==> src/rtl/bba_pkg.sv <==
// ----------------------------------------------------------------------------
// bba_pkg
// Shared types, codes and helpers of the block bitmap allocator.
// ----------------------------------------------------------------------------
`default_nettype none

package bba_pkg;

  // Fixed widths of the bitmap words and of the interface fields
  localparam int WORD_BITS     = 64;
  localparam int BIT_W         = 6;
  localparam int BITS_PER_BYTE = 8;
  localparam int DATA_W        = 32;
  localparam int NUM_W         = 15;
  localparam int STATUS_W      = 2;
  localparam int CFG_AW        = 2;
  localparam int SECS_CFG_W    = 4;

  localparam logic [SECS_CFG_W-1:0] BMAP_SECS_RESET = 4'd8;

  // Result status codes
  typedef enum logic [STATUS_W-1:0] {
    STATUS_DONE   = 2'd0,
    STATUS_FULL   = 2'd1,
    STATUS_REJECT = 2'd2
  } status_t;

  // Configuration register indexes
  typedef enum logic [CFG_AW-1:0] {
    CFG_DATA_START = 2'd0,
    CFG_PART_START = 2'd1,
    CFG_PART_COUNT = 2'd2,
    CFG_BMAP_SECS  = 2'd3
  } cfg_addr_t;

  // Request kinds carried on the input tuser
  localparam logic REQ_ALLOC = 1'b0;
  localparam logic REQ_FREE  = 1'b1;

  // Sequencer states
  typedef enum logic [3:0] {
    S_CLEAR,
    S_IDLE,
    S_ALLOC_SETUP,
    S_SCAN,
    S_ALLOC_IDX,
    S_ALLOC_END,
    S_ALLOC_EVAL,
    S_FREE_SUB,
    S_FREE_DIV,
    S_FREE_CHK,
    S_FREE_EVAL,
    S_FREE_WRITE,
    S_DONE
  } state_t;

  // Position of the lowest clear bit of a word, by halving the search window
  function automatic logic [BIT_W-1:0] first_zero(input logic [WORD_BITS-1:0] word);
    logic [WORD_BITS-1:0] free_bits;
    logic [BIT_W-1:0]     pos;
    free_bits = ~word;
    pos       = '0;
    for (int lvl = BIT_W - 1; lvl >= 0; lvl--) begin
      if ((free_bits & ((64'd1 << (1 << lvl)) - 64'd1)) == '0) begin
        free_bits = free_bits >> (1 << lvl);
        pos[lvl]  = 1'b1;
      end
    end
    return pos;
  endfunction

endpackage

`default_nettype wire

==> src/rtl/bba_div.sv <==
// ----------------------------------------------------------------------------
// bba_div
// Division by a fixed divisor through one multiply by its reciprocal.
// Dividends at or above DIVISOR * QMAX return QMAX; done rises together with the
// registered product, after the operand is captured on start.
// ----------------------------------------------------------------------------
`default_nettype none

module bba_div #(
  parameter int DIVISOR = 1,
  parameter int QMAX    = 32768
) (
  input  wire logic                       clk,
  input  wire logic                       rst,
  input  wire logic                       start,
  input  wire logic [bba_pkg::DATA_W-1:0] dividend,
  output logic                            done,
  output logic      [bba_pkg::DATA_W-1:0] quotient
);

  localparam int     DW    = bba_pkg::DATA_W;
  localparam longint LIMIT = longint'(DIVISOR) * longint'(QMAX);
  localparam int     XW    = $clog2(LIMIT);
  localparam int     SH    = XW + $clog2(DIVISOR);
  localparam longint RECIP = ((longint'(1) << SH) + longint'(DIVISOR) - longint'(1)) /
                             longint'(DIVISOR);
  localparam int     MW    = XW + 2;
  localparam int     PW    = XW + MW;

  logic          busy;
  logic          over;
  logic [XW-1:0] x;
  logic [PW-1:0] prod;

  // Step from operand capture to the product
  always_ff @(posedge clk) begin
    if (rst) begin
      busy <= 1'b0;
      done <= 1'b0;
    end else begin
      busy <= start;
      done <= busy;
    end
  end

  // Capture the operand and its range, then multiply by the reciprocal
  always_ff @(posedge clk) begin
    if (start) begin
      over <= (64'(dividend) >= 64'(LIMIT));
      x    <= dividend[XW-1:0];
    end
    if (busy) begin
      prod <= PW'(x) * PW'(RECIP);
    end
  end

  assign quotient = over ? DW'(QMAX) : DW'(prod >> SH);

endmodule

`default_nettype wire

==> config.mk <==
export PLATFORM = sky130hd
export DESIGN_NAME = bba_div
export DESIGN_NICKNAME = d
export VERILOG_FILES = /design/src/rtl/bba_pkg.sv /design/src/rtl/bba_div.sv
export SDC_FILE = /design/constraint.sdc
export NUM_CORES = 1
export LEC_CHECK = 0
export BUFFER_PORTS_ARGS = -buffer_cell sky130_fd_sc_hd__buf_2
export CORE_ASPECT_RATIO = 1.75
export CORE_UTILIZATION = 40
export DETAILED_ROUTE_END_ITERATION = 10
export PLACE_DENSITY = 0.73
export SYNTH_ARGS = -nofsm -noshare
export SYNTH_HDL_FRONTEND = slang
export SYNTH_SLANG_ARGS = --single-unit
export TNS_END_PERCENT = 50
==> constraint.sdc <==
create_clock -name clk -period 2.1 [get_ports clk]
set_input_delay 0.42 -clock clk [delete_from_list [all_inputs] [get_ports clk]]
set_output_delay 0.42 -clock clk [all_outputs]
set_load 0.05 [all_outputs]
-- Word-level counts from Yosys, hierarchy flattened
Index checks and enable logic that the tools add are counted.
- register bits after elaboration: 33
- bits in latches: 0
- bits in writable memories: 0
- bits in read-only memories: 0
- input port bits: 35
- logic and storage cells: 7
- memories kept: 0
- add/subtract/negate cells: 0
- multiply operators: 0
- divide/modulo/power cells: 0
- magnitude comparators: 1
- equal/unequal tests: 0
- shift operators: 0
- muxes and demuxes: 1
- bitwise gates (word level): 0
- reductions and logical operators: 0
- operators by type and width (operator ; count):
    $ge 32x16->1 const B ; 1
    $mux 16 ; 1

-- Longest topological paths before layout
- depth in word-level cells: 1
- gate-level depth with buffers: 3
- depth with buffers taken out: 3

-- Worst setup path after synthesis
No wires, ideal clock.
- path type: reg2out
- start: reg over
- end: out quotient[0] in the netlist's numbering
- arrival time: 1.379 ns
- required time: 1.680 ns
- slack: 0.301 ns
- stages on the path, launching flop included: 3
- cells stage by stage: edfxtp_1 > clkbuf_1 > nor2b_1
- longest elaborated chain between the ends: 1
- RTL lines (element ; RTL line ; source):
    from (decl) ; bba_div.sv:31 ; logic over;
    from (signal assigned) ; bba_div.sv:49 ; over <= (64'(dividend) >= 64'(LIMIT));
    $mux 16 ; bba_div.sv:57 ; assign quotient = over ? DW'(QMAX) : DW'(prod >> SH);
    to (decl) ; bba_div.sv:18 ; output logic [bba_pkg::DATA_W-1:0] quotient
Every way passes these cells.

-- Worst setup path after layout
- start: reg over
- end: out quotient[12] in the netlist's numbering
The elaborated chain is that of the path after synthesis.

==> impl_results.md <==
- Status: complete, no violations
- Post-placement worst setup slack: 0.494 ns
- Switching power: roughly 360 µW
- Number of hold-slack violations in the final timing report: 0
- Final worst path period share: roughly 83%
- Horiz. Die Dim: between 40 and 50 µm
- Number of global-route vias before repair: 650
- Total negative slack: 0 ns
- Library cell occupying the most area in the post-synthesis netlist: sky130_fd_sc_hd__edfxtp_1
- Cell internal pwr: 1.09 mW
- Total power consumption of the routed design: 1.45 mW
- Post-Synthesis Mean Instance Area: 16.6 µm²
- P_leak: approximately 0.67 nW
- Cell Area, Placed: 0.00146 mm²
- GRT Util Overall: 11.1%
- Final Slew Violations: 0
- Worst Path Max Fanout: 16
- Fraction of post-synthesis cell area in the top cell type by area: 74.5%
- Die footprint: 0.00336 mm²
- Fin area: 0.00155 mm²
- Clock tree from TritonCTS: yes
- Post-placement cell count: 151
- Area growth from synthesis to layout: 24.4%
- Core Footprint: between 0.002 and 0.003 mm²
- Total length of routed wires: 1640 µm
- Path category of the worst min-delay check: in -> reg
- Synth warn: 0
- Non-filler instance count after layout: approximately 160
- Type of element capturing the critical path: output port
- Share of total power consumed by net switching: 25.1%
- DRC violation count after routing: 0
- Startpoint types: flop
- Routed via count: 691
- H-tree levels: 2
- Port bufs: slightly above 50
- Critical path buffer and inverter count: 1
- CTS root buffer: sky130_fd_sc_hd__clkbuf_8
- Largest stage delay on the critical path: approximately 0.57 ns
- Core Util, Final: approximately 53%
- Setup repair after global routing missed its margin: false
- Worst-case headroom to the max-slew limit: 58.8%
- Leading cell types by total area after synthesis: sky130_fd_sc_hd__edfxtp_1 (75%), sky130_fd_sc_hd__buf_4 (10%), sky130_fd_sc_hd__nor2b_1 (8.5%)
- Fraction of layout instances using a drive strength above 1: about 44%
- Placer's final routability congestion estimate: 0.680
- Share of total power in the clock network: between 30% and 40%
- Later-pin clock latency in the skew report: 0.27 ns
- Worst-path clk slew: 0.06 ns
- Seq pwr share: 54.7%
- Maximum vdd ir drop: 0.000737 V
- Antenna diode count: 0
- Logic pwr share: 14.0%
- Detailed Routing Iterations Pass 1: 6
- Count of endpoints failing setup in the final report: 0
- Antenna-violating nets left: 0
- Pwr/cell area: just over 900 mW/mm²
- First-pass GRT wire length: 2630 µm
- Number of setup buffers added after CTS: 0
- Maximum clock rate: 576 MHz
- Post-Synthesis Cell Area: approximately 0.0012 mm²
- Leading cell type in the layout, fill and taps excluded: sky130_fd_sc_hd__buf_2
- Number of buffers added to fix hold violations after cts: 0
- Synthesized flop and latch total: 33
- Height of the die: roughly 76 µm
- Starting density of the core: a little over two fifths
- Gate family responsible for the most delay along the worst path: flip-flops
- Setup CP Type: reg -> out
- WL/cell: 10.3 µm
- Critical-path top delay cell: sky130_fd_sc_hd__edfxtp_1
- Most frequent cells in the layout: sky130_fd_sc_hd__buf_2 (51), sky130_fd_sc_hd__edfxtp_1 (31), sky130_fd_sc_hd__nor2b_1 (17)
- HPWL after DPL: ~1300 µm
- Clock tree sinks: 33
- GR Overflow Total: 0
- CTS-repair resized insts: 0
- Distinct cell type count of the synthesized netlist: 10
- Detail-routed via count per cell: ~4.3
- Num ports: approximately 70
- Maximum number of pins on one net before global-route repair: 18
- Measured slew at the worst slew-check pin: a little over 0.6 ns
- Sequential-to-total area share from yosys stat: 77.8%
- Required time at the worst-slack endpoint: roughly 1.7 ns
- Worst path cell trace: nor2b_1, buf_2
- Number of buffers added by the clock tree synthesis step: 5
- Max Clock Skew: ~0.0076 ns
- Max-Cap Viols: 0
- Iteration-0 DRC count of the detailed router: 16
- Total number of placement rows: 26
- Bufs on Longest Clock Path: 2
- Number of antenna violations at the first check in global routing: 0
- Final #Nets: 165
- Worst setup slack after layout: approximately 0.36 ns
- Synthesized instance count: 75
- Min Hold Slack: 0.325 ns
- WP data arrival: 1.32 ns
- Final critical delay including setup and external delays: 1.74 ns
cell type report:
class / instances / area (µm²)
Tap cell: 28 / 35.0
Sequential cell: 33 / 971
Clock buffer: 8 / 90.1
Timing Repair Buffer: 51 / 255
Multi-Input combinational cell: 39 / 203
Fill cell: 252 / 1370
registers in the layout, summed over array words and instances (netlist names):
name and flops:
over 1, x 15, prod 15, busy 1, done 1
metal layers:
layer | vias to the layer above | global-route usage [%] | part of all wire, %
met4 | 0 | 7.27 | 1.0
li1 | 341 | - | -
met2 | 40 | 19.4 | 62
met5 | - | 0 | 0
met3 | 2 | 4.76 | 6.0
met1 | 308 | 9.38 | 31
power groups by stage:
| stage | combinational (mW) | sequential, mW | clock, mW |
|---|---|---|---|
| 2_1_floorplan | 0.173 | 0.803 | 0 |
| 3_3_place_gp | 0.202 | 0.805 | 0 |
| 3_5_place_dp | 0.204 | 0.808 | 0 |
| 4_1_cts | 0.204 | 0.794 | 0.470 |
| 5_1_grt | 0.214 | 0.797 | 0.497 |
| 6_report | 0.203 | 0.793 | 0.454 |
cell families (layout without fill, tap and decap cells):
| family | count (synthesis) | after routing | synth area share, % |
|---|---|---|---|
| other cells | 1 | 16 | 0.300 |
| buf+inv | 18 | 59 | 10.5 |
| simple gates | 23 | 23 | 11.4 |
| flops | 33 | 33 | 77.8 |
cells in the mapped netlist, drive strengths merged:
cell type / instances
clkbuf: 1
or4: 1
nor2b: 17
dfxtp: 2
conb: 1
nand4: 1
edfxtp: 31
nor2: 1
buf: 17
nor4: 3
path summary, 6_finish.rpt:
kind	from	endpoint	slack (ns)	depth (start not counted)
worst max register to register	busy	prod[16]	1.03	0
worst min register to register	x[3]	prod[18]	0.41	0
worst max-delay path	over	quotient[12]	0.36	2
worst min-delay path	rst	done	0.32	2
No activity file was read; power rests on OpenSTA's default activity.
